**config.mk**
```make
export PLATFORM = sky130hd
export DESIGN_NAME = per_id_timeout_timer_table_top
export DESIGN_NICKNAME = d
export VERILOG_FILES = /design/src/hdl/ptt_pkg.sv /design/src/hdl/per_id_timeout_timer_table_top.sv /design/src/hdl/ptt_alu.sv
export SDC_FILE = /design/constraint.sdc
export NUM_CORES = 2
export LEC_CHECK = 0
export BUFFER_PORTS_ARGS = -buffer_cell sky130_fd_sc_hd__buf_2
export CORE_MARGIN = 2
export CORE_UTILIZATION = 52
export CTS_CLUSTER_DIAMETER = 100
export DETAILED_ROUTE_END_ITERATION = 10
export HOLD_SLACK_MARGIN = 0.03
export PLACE_DENSITY = 0.68
export SETUP_SLACK_MARGIN = 0.1
export SYNTH_ARGS = -nofsm -noshare
export SYNTH_HDL_FRONTEND = slang
export SYNTH_SLANG_ARGS = --single-unit
```
**constraint.sdc**
```tcl
create_clock -name clk_i -period 25.5 [get_ports clk_i]
set_clock_uncertainty 0.2 [all_clocks]
set_input_delay 5.1 -clock clk_i [delete_from_list [all_inputs] [get_ports clk_i]]
set_output_delay 5.1 -clock clk_i [all_outputs]
set_load 0.005 [all_outputs]
```
**src/hdl/ptt_pkg.sv**
```systemverilog
// ----------------------------------------------------------------------------
// ptt_pkg
// Shared types, codes and helpers of the per-id timeout timer table.
// ----------------------------------------------------------------------------
package ptt_pkg;

  localparam int MAX_TIMERS_DEF = 32;
  localparam int ID_SPACE       = 32;
  localparam int ID_W           = 5;
  localparam int TMO_W          = 24;
  localparam int REM_W          = 25;
  localparam int TIME_W         = 32;
  localparam int KIND_W         = 2;
  localparam int FUNC_W         = 3;
  localparam int IN_DATA_W      = 32;
  localparam int OUT_DATA_W     = 32;

  typedef enum logic [FUNC_W-1:0] {
    FN_ADD    = 3'd0,
    FN_ADJUST = 3'd1,
    FN_DELETE = 3'd2,
    FN_TICK   = 3'd3,
    FN_QUERY  = 3'd4,
    FN_NEXT   = 3'd5,
    FN_CLEAR  = 3'd6
  } func_e;

  typedef enum logic [KIND_W-1:0] {
    RK_EXPIRED   = 2'd0,
    RK_DONE      = 2'd1,
    RK_REMAINING = 2'd2,
    RK_NO_TIMER  = 2'd3
  } kind_e;

  localparam logic [REM_W-1:0] REM_NONE = '1;

  // Clamps a signed time left to 0 .. 2^24-1.
  function automatic logic [REM_W-1:0] clamp_left(logic [TIME_W-1:0] v);
    logic [REM_W-1:0] r;
    if (v[TIME_W-1]) begin
      r = '0;
    end else if (|v[TIME_W-2:TMO_W]) begin
      r = {1'b0, {TMO_W{1'b1}}};
    end else begin
      r = {1'b0, v[TMO_W-1:0]};
    end
    return r;
  endfunction

endpackage

```
**src/hdl/per_id_timeout_timer_table_top.sv**
```systemverilog
// ----------------------------------------------------------------------------
// per_id_timeout_timer_table_top
// Timer table with a slot for each id below MAX_TIMERS, a millisecond clock,
// and a sequencer that scans the slots through one shared subtract/compare unit.
// ----------------------------------------------------------------------------
// Add, adjust, delete, clear and errors give their result from the execute
// state, a query of a live slot from the read state after it, and tick and
// next after one scan pass per expired id and a last pass (each reads one slot
// per cycle, then drains). One item at a time: the next is accepted once the
// final result is registered, and a result waiting on m_axis_tready delays it.
// Reset clears the valid bits, the clock and the output valid; no memory pass.
// ----------------------------------------------------------------------------
module per_id_timeout_timer_table_top #(
  parameter int MAX_TIMERS = ptt_pkg::MAX_TIMERS_DEF
) (
  input  logic                           clk_i,
  input  logic                           rst_ni,
  input  logic                           s_axis_tvalid,
  output logic                           s_axis_tready,
  // [4:0] timer_id, [28:5] timeout_ms, [31:29] zero
  input  logic [ptt_pkg::IN_DATA_W-1:0]  s_axis_tdata,
  // [2:0] func
  input  logic [ptt_pkg::FUNC_W-1:0]     s_axis_tuser,
  output logic                           m_axis_tvalid,
  input  logic                           m_axis_tready,
  // [4:0] expired_id, [29:5] remaining_ms, [31:30] zero
  output logic [ptt_pkg::OUT_DATA_W-1:0] m_axis_tdata,
  // [1:0] result_kind
  output logic [ptt_pkg::KIND_W-1:0]     m_axis_tuser,
  output logic                           m_axis_tlast
);

  localparam int SLOTS  = (MAX_TIMERS < ptt_pkg::ID_SPACE) ? MAX_TIMERS : ptt_pkg::ID_SPACE;
  localparam int IDX_W  = (SLOTS > 1) ? $clog2(SLOTS) : 1;
  localparam int CNT_W  = $clog2(SLOTS + 1);
  localparam bit ALL_IN = MAX_TIMERS >= ptt_pkg::ID_SPACE;

  typedef enum logic [3:0] {
    S_IDLE = 4'b0001,
    S_EXEC = 4'b0010,
    S_QRD  = 4'b0100,
    S_SCAN = 4'b1000
  } state_e;

  state_e state_q, state_d;

  ptt_pkg::func_e              func_q;
  logic [ptt_pkg::ID_W-1:0]    id_q;
  logic [ptt_pkg::TMO_W-1:0]   tmo_q;
  logic [ptt_pkg::TIME_W-1:0]  now_q, now_d;
  logic [SLOTS-1:0]            valid_q, valid_d;

  logic [ptt_pkg::TIME_W-1:0]  expiry_mem [SLOTS];
  logic [ptt_pkg::TIME_W-1:0]  rd_data_q;
  logic [IDX_W-1:0]            rd_addr;
  logic                        mem_we;

  logic [CNT_W-1:0]            cnt_q, cnt_d;
  logic                        ev_v_q, ev_v_d;
  logic [IDX_W-1:0]            ev_idx_q, ev_idx_d;
  logic                        found_q, found_d;
  logic [ptt_pkg::TIME_W-1:0]  best_q, best_d;
  logic [IDX_W-1:0]            best_id_q, best_id_d;

  logic [ptt_pkg::TIME_W-1:0]  alu_a, alu_b, alu_sum;
  logic                        alu_sub, alu_lt;

  logic                        m_valid_q;
  ptt_pkg::kind_e              m_kind_q;
  logic [ptt_pkg::ID_W-1:0]    m_id_q;
  logic [ptt_pkg::REM_W-1:0]   m_rem_q;
  logic                        m_last_q;

  logic                        emit;
  ptt_pkg::kind_e              e_kind;
  logic [ptt_pkg::ID_W-1:0]    e_id;
  logic [ptt_pkg::REM_W-1:0]   e_rem;
  logic                        e_last;

  logic                        out_free;
  logic                        in_accept;
  logic [IDX_W-1:0]            id_idx;
  logic                        in_table, known;
  logic                        scan_done, due;

  assign s_axis_tready = (state_q == S_IDLE);
  assign in_accept     = s_axis_tvalid && s_axis_tready;
  assign out_free      = !m_valid_q || m_axis_tready;

  assign id_idx   = id_q[IDX_W-1:0];
  assign in_table = ALL_IN || ({1'b0, id_q} < (ptt_pkg::ID_W + 1)'(MAX_TIMERS));
  assign known    = in_table && valid_q[id_idx];

  assign scan_done = (cnt_q == CNT_W'(SLOTS)) && !ev_v_q;
  assign due       = found_q && (best_q[ptt_pkg::TIME_W-1] || (best_q == '0));

  // Add and adjust form now + timeout; every other use is expiry - now.
  always_comb begin
    if (state_q == S_EXEC && (func_q == ptt_pkg::FN_ADD || func_q == ptt_pkg::FN_ADJUST)) begin
      alu_a   = now_q;
      alu_b   = {{(ptt_pkg::TIME_W-ptt_pkg::TMO_W){1'b0}}, tmo_q};
      alu_sub = 1'b0;
    end else begin
      alu_a   = rd_data_q;
      alu_b   = now_q;
      alu_sub = 1'b1;
    end
  end

  ptt_alu u_alu (
    .a_i       (alu_a),
    .b_i       (alu_b),
    .sub_i     (alu_sub),
    .best_i    (best_q),
    .sum_o     (alu_sum),
    .lt_best_o (alu_lt)
  );

  assign rd_addr = (state_q == S_SCAN) ? cnt_q[IDX_W-1:0] : id_idx;

  always_ff @(posedge clk_i) begin
    if (mem_we) begin
      expiry_mem[id_idx] <= alu_sum;
    end
    rd_data_q <= expiry_mem[rd_addr];
  end

  always_comb begin
    state_d   = state_q;
    now_d     = now_q;
    valid_d   = valid_q;
    cnt_d     = cnt_q;
    ev_v_d    = 1'b0;
    ev_idx_d  = ev_idx_q;
    found_d   = found_q;
    best_d    = best_q;
    best_id_d = best_id_q;
    mem_we    = 1'b0;
    emit      = 1'b0;
    e_kind    = ptt_pkg::RK_DONE;
    e_id      = '0;
    e_rem     = '0;
    e_last    = 1'b1;

    unique case (state_q)
      S_IDLE: begin
        if (in_accept) begin
          state_d = S_EXEC;
        end
      end

      S_EXEC: begin
        unique case (func_q)
          ptt_pkg::FN_ADD: begin
            emit   = out_free;
            e_kind = in_table ? ptt_pkg::RK_DONE : ptt_pkg::RK_NO_TIMER;
            e_id   = id_q;
            if (out_free && in_table) begin
              mem_we          = 1'b1;
              valid_d[id_idx] = 1'b1;
            end
          end
          ptt_pkg::FN_ADJUST: begin
            emit   = out_free;
            e_kind = known ? ptt_pkg::RK_DONE : ptt_pkg::RK_NO_TIMER;
            e_id   = id_q;
            mem_we = out_free && known;
          end
          ptt_pkg::FN_DELETE: begin
            emit   = out_free;
            e_kind = known ? ptt_pkg::RK_DONE : ptt_pkg::RK_NO_TIMER;
            e_id   = id_q;
            if (out_free && known) begin
              valid_d[id_idx] = 1'b0;
            end
          end
          ptt_pkg::FN_QUERY: begin
            if (known) begin
              state_d = S_QRD;
            end else begin
              emit   = out_free;
              e_kind = ptt_pkg::RK_NO_TIMER;
              e_id   = id_q;
            end
          end
          ptt_pkg::FN_TICK, ptt_pkg::FN_NEXT: begin
            if (func_q == ptt_pkg::FN_TICK) begin
              now_d = now_q + 1'b1;
            end
            cnt_d   = '0;
            found_d = 1'b0;
            state_d = S_SCAN;
          end
          ptt_pkg::FN_CLEAR: begin
            emit = out_free;
            if (out_free) begin
              valid_d = '0;
            end
          end
          default: begin
            emit   = out_free;
            e_kind = ptt_pkg::RK_NO_TIMER;
          end
        endcase
        if (emit) begin
          state_d = S_IDLE;
        end
      end

      S_QRD: begin
        emit   = out_free;
        e_kind = ptt_pkg::RK_REMAINING;
        e_id   = id_q;
        e_rem  = ptt_pkg::clamp_left(alu_sum);
        if (out_free) begin
          state_d = S_IDLE;
        end
      end

      S_SCAN: begin
        // Read stage issues one slot per cycle; evaluate stage follows in the next
        // cycle with the registered memory data.
        if (cnt_q != CNT_W'(SLOTS)) begin
          ev_v_d   = 1'b1;
          ev_idx_d = cnt_q[IDX_W-1:0];
          cnt_d    = cnt_q + 1'b1;
        end
        if (ev_v_q && valid_q[ev_idx_q] && (!found_q || alu_lt)) begin
          found_d   = 1'b1;
          best_d    = alu_sum;
          best_id_d = ev_idx_q;
        end
        if (scan_done) begin
          emit = out_free;
          e_id = ptt_pkg::ID_W'(best_id_q);
          if (due) begin
            // The smallest time left is due: report it and scan again.
            e_kind = ptt_pkg::RK_EXPIRED;
            e_last = 1'b0;
            if (out_free) begin
              valid_d[best_id_q] = 1'b0;
              cnt_d              = '0;
              found_d            = 1'b0;
            end
          end else begin
            if (func_q == ptt_pkg::FN_TICK) begin
              e_kind = ptt_pkg::RK_DONE;
              e_id   = '0;
            end else begin
              e_kind = ptt_pkg::RK_REMAINING;
              if (found_q) begin
                e_rem = ptt_pkg::clamp_left(best_q);
              end else begin
                e_id  = '0;
                e_rem = ptt_pkg::REM_NONE;
              end
            end
            if (out_free) begin
              state_d = S_IDLE;
            end
          end
        end
      end

      default: begin
        state_d = S_IDLE;
      end
    endcase
  end

  always_ff @(posedge clk_i or negedge rst_ni) begin
    if (!rst_ni) begin
      state_q   <= S_IDLE;
      now_q     <= '0;
      valid_q   <= '0;
      cnt_q     <= '0;
      ev_v_q    <= 1'b0;
      found_q   <= 1'b0;
      m_valid_q <= 1'b0;
    end else begin
      state_q <= state_d;
      now_q   <= now_d;
      valid_q <= valid_d;
      cnt_q   <= cnt_d;
      ev_v_q  <= ev_v_d;
      found_q <= found_d;
      if (emit) begin
        m_valid_q <= 1'b1;
      end else if (m_axis_tready) begin
        m_valid_q <= 1'b0;
      end
    end
  end

  always_ff @(posedge clk_i) begin
    ev_idx_q  <= ev_idx_d;
    best_q    <= best_d;
    best_id_q <= best_id_d;
    if (in_accept) begin
      func_q <= ptt_pkg::func_e'(s_axis_tuser);
      id_q   <= s_axis_tdata[ptt_pkg::ID_W-1:0];
      tmo_q  <= s_axis_tdata[ptt_pkg::ID_W +: ptt_pkg::TMO_W];
    end
    if (emit) begin
      m_kind_q <= e_kind;
      m_id_q   <= e_id;
      m_rem_q  <= e_rem;
      m_last_q <= e_last;
    end
  end

  assign m_axis_tvalid = m_valid_q;
  assign m_axis_tuser  = m_kind_q;
  assign m_axis_tlast  = m_last_q;
  assign m_axis_tdata  = {{(ptt_pkg::OUT_DATA_W-ptt_pkg::ID_W-ptt_pkg::REM_W){1'b0}},
                          m_rem_q, m_id_q};

endmodule

```
**src/hdl/ptt_alu.sv**
```systemverilog
// ----------------------------------------------------------------------------
// ptt_alu
// Shared 32-bit add/subtract unit with a signed compare against the best
// time left found so far in a scan.
// ----------------------------------------------------------------------------
module ptt_alu (
  input  logic [ptt_pkg::TIME_W-1:0] a_i,
  input  logic [ptt_pkg::TIME_W-1:0] b_i,
  input  logic                       sub_i,
  input  logic [ptt_pkg::TIME_W-1:0] best_i,
  output logic [ptt_pkg::TIME_W-1:0] sum_o,
  output logic                       lt_best_o
);

  logic [ptt_pkg::TIME_W-1:0] b_op;

  assign b_op      = sub_i ? ~b_i : b_i;
  assign sum_o     = a_i + b_op + {{(ptt_pkg::TIME_W-1){1'b0}}, sub_i};
  assign lt_best_o = $signed(sum_o) < $signed(best_i);

endmodule

```
==> results.yml <==
detailed_routing:
  drc_errors: 0
  first_pass_iters: 6
  wire_per_inst_um: 28.0
  routed_wl_um: 133000
  drt_iter0_markers: 3578
  vias: 30100
  drtAntennaViolNets: 0
  via_per_inst: 6.34
logic_synthesis:
  synth_seq_cells: 1240
  synthFlopType: "edfxtp_1"
  syn_inst: 3242
  ys_warn_count: 0
  synth_compound_area_frac: 0.0481
  synthMuxAreaShare: 0.122
  synth-edff-count: 1131
  synthAdderAreaFrac: 0.0159
  post_synth_instance_area_um2: 51800
  syn_area_per_cell_um2: 16.0
  synth-xor-area-share: 0.0103
  synth_top_family_by_area: "multiplexers"
  synthArstFlopShare: 0.0621
  ys_seq_area_frac: 0.706
  synth-simple-area-share: 0.0809
  synthDistinctLibCells: 70
timing:
  fmax_ghz: 0.121
  worst_pin_slew_ns: 1.33
  min_period_ns: 8.27
  rsz0062_at_grt: "no"
  hold_violations: 0
  slew_headroom: 0.111
  setup_violations: 0
  post-route-period-util: 0.324
  slew_viol_final: 0
  setup_tns_ns: 0
power:
  switchingPower_uw: 791
  p_seq_frac: 0.550
  powerDensity_nw_per_um2: 68.7
  vdd_drop_max_mv: 0.0576
  p_leak_uw: 0.0159
  switching_share: 0.198
  p_int_uw: 3210
  combPwrFrac: 0.011
  clockPowerShare: 0.440
  power_uw: 4000
setup_path:
  r2r_cells: 24
  endpoint: "best_q[20]"
  cp_cell_sequence: "or4b_2, nor3_2, buf_4, nand2_1, nand2_1, ha_1, a21o_1, or2_2, o32a_1, a21o_1, a21oi_1, o211ai_1, a21oi_1, xor2_1, inv_1, ha_1, a21oi_1, o21a_1, o21ai_0, o21ai_0, a31o_2, nand3_1, a31oi_4, buf_4"
  crit_path_max_incr_delay_ns: 0.85
  cp_data_arrival_time_ns: 8.44
  critical_path.most_common_cell: "a21oi_1"
  critPathLaunch: "state_q[3]"
  reg2reg_slack_ns: 17.23
  reg2reg_from: "state_q[3]"
  crit_type: "register to register"
  reg2reg_to: "best_q[20]"
  cp_slowest_cell: "or4b_2"
  setup.worst_path.start_class: "register"
  path_max_fanout: 39
  crit_path_end_kind: "register"
  worstPathRequired_ns: 25.67
hold_path:
  hold_path.class: "register to register"
clocking:
  ctsResizeCount: 0
  clock-sinks: 1240
  cts_max_level: 3
  clk_pin_slew_ns: 0.07
  cts_buffers: 121
  cts_tree: "built"
  post_cts_buffers: 0
  clockBufferDepth: 3
  clk_latency_ns: 0.73
  root_buffer: "clkbuf_16"
  cts_hold_buffers: 0
placed_design:
  place_congestion: 0.904
  numPortBuffers: 70
  hpwlAfterDp_um: 74400
floorplanning:
  core_um2: 98600
  dieArea_um2: 102000
  fp-row-count: 115
  fp.dieH_um: 320
  num_io_pins: 76
  die_w_um: 320
  start_util: 0.525
finish:
  fillCellCount: 7220
  nets: 3451
  layout_commonest_cell: "edfxtp_1"
  drive_gt1_frac: 0.206
  synthToLayoutAreaGrowth_pct: 12.5
  mostFrequentLayoutCells: "1131 x edfxtp_1, 453 x nand2_1, 274 x mux4_2"
flow_run:
  drv_cap: 0
grt:
  grt.overflow.total: 0
  track_usage: 0.262
  grt_pass1_vias: 29800
  antenna_found_initial: 1
  grt_max_degree: 135
  grt_pass1_wl_um: 195000
outcome:
  status: "completed"
power groups by stage:
stage          clock, uW  sequential [uW]  combinational, uW
3_3_place_gp           0             2240               41.5
2_1_floorplan          0             2240               23.3
5_1_grt             1860             2200               47.3
4_1_cts             1790             2200               43.6
3_5_place_dp           0             2240               43.4
6_report            1760             2200               43.1
through the flow:
step	utilization	setup slack [ns]	hold WS, ns	cell area [um^2]	instances
3_3_place_gp	0.551	17.20	0.266	54300	4511
4_1_cts	0.591	17.17	0.287	58200	4736
5_1_grt	0.591	16.77	0.299	58200	4736
6_report	0.591	17.23	0.283	58200	4739
3_5_place_dp	0.551	17.15	0.269	54300	4511
2_1_floorplan	-	16.87	0.224	51800	3243
worst min-delay path by stage:
| stage | startpoint | to | cells after the start |
|---|---|---|---|
| 5_1_grt | ev_idx_q[4] | best_id_q[4] | 0 |
| 4_1_cts | ev_idx_q[4] | best_id_q[4] | 0 |
| 3_3_place_gp | ev_idx_q[4] | best_id_q[4] | 0 |
| 3_5_place_dp | ev_idx_q[4] | best_id_q[4] | 0 |
| 2_1_floorplan | ev_idx_q[0] | best_id_q[0] | 0 |
| 6_report | ev_idx_q[4] | best_id_q[4] | 0 |
Yosys cell counts, drive strengths merged (13+ instances only):
cell type  count  area (um^2)
ha            64          801
nor2b         18          113
dfxtp         32          641
nand2        456         1710
dfrtp         76         1900
nor2         156          586
buf           46          224
xor2          23          201
inv           49          184
nor3          13         65.1
o21ai        128          641
edfxtp      1131        34000
and3          15         93.8
nand3        191          956
nand4         22          138
mux4         274         6170
a21oi        177          927
a21o          16          120
clkbuf       132          495
xnor2         38          333
o31ai         36          270
registers in the layout, summed over array words and instances, names as in the netlist, 6 cells and up:
signal	cells
tmo_q	24
now_q	32
valid_q	32
m_rem_q	25
expiry_mem	1024
rd_data_q	32
best_q	32
cnt_q	6
per-layer routing:
metal,track usage,routed length [um]
met3,0.0367,10300
met2,0.439,66300
met1,0.359,52600
met5,0,0
met4,0.0802,3750
worst max-delay path: cells and delay by family, from the launching register on:
kind,cells,cell delay [ns]
XOR/XNOR,1,0.43
AND/OR/NAND/NOR,6,1.57
AO/OA/AOI/OAI,12,3.01
flip-flops,1,0.47
buffers and inverters,3,1.43
adder cells (fa/ha/maj),2,0.83
cell type report:
type                    instances  area, um^2  share of cell area
diodes                          3        7.51            0.000129
well taps                    1287        1610              0.0276
repair buffers                159        1060              0.0182
multi-input cells            1776       14900               0.256
clock inverters                78         752              0.0129
flip-flops and latches       1240       36500               0.627
clock buffers                 147        3190              0.0547
inverters                      49         184             0.00316
logic make-up after synthesis:
| group | after synthesis |
|---|---|
| flip-flops | 1240 |
| buffers and inverters | 227 |
| multiplexers | 286 |
| adder cells (fa/ha/maj) | 65 |
| AND/OR/NAND/NOR | 939 |
| XOR/XNOR | 61 |
| AO/OA/AOI/OAI | 423 |
| other | 1 |
(Power assumes the default switching activity.)
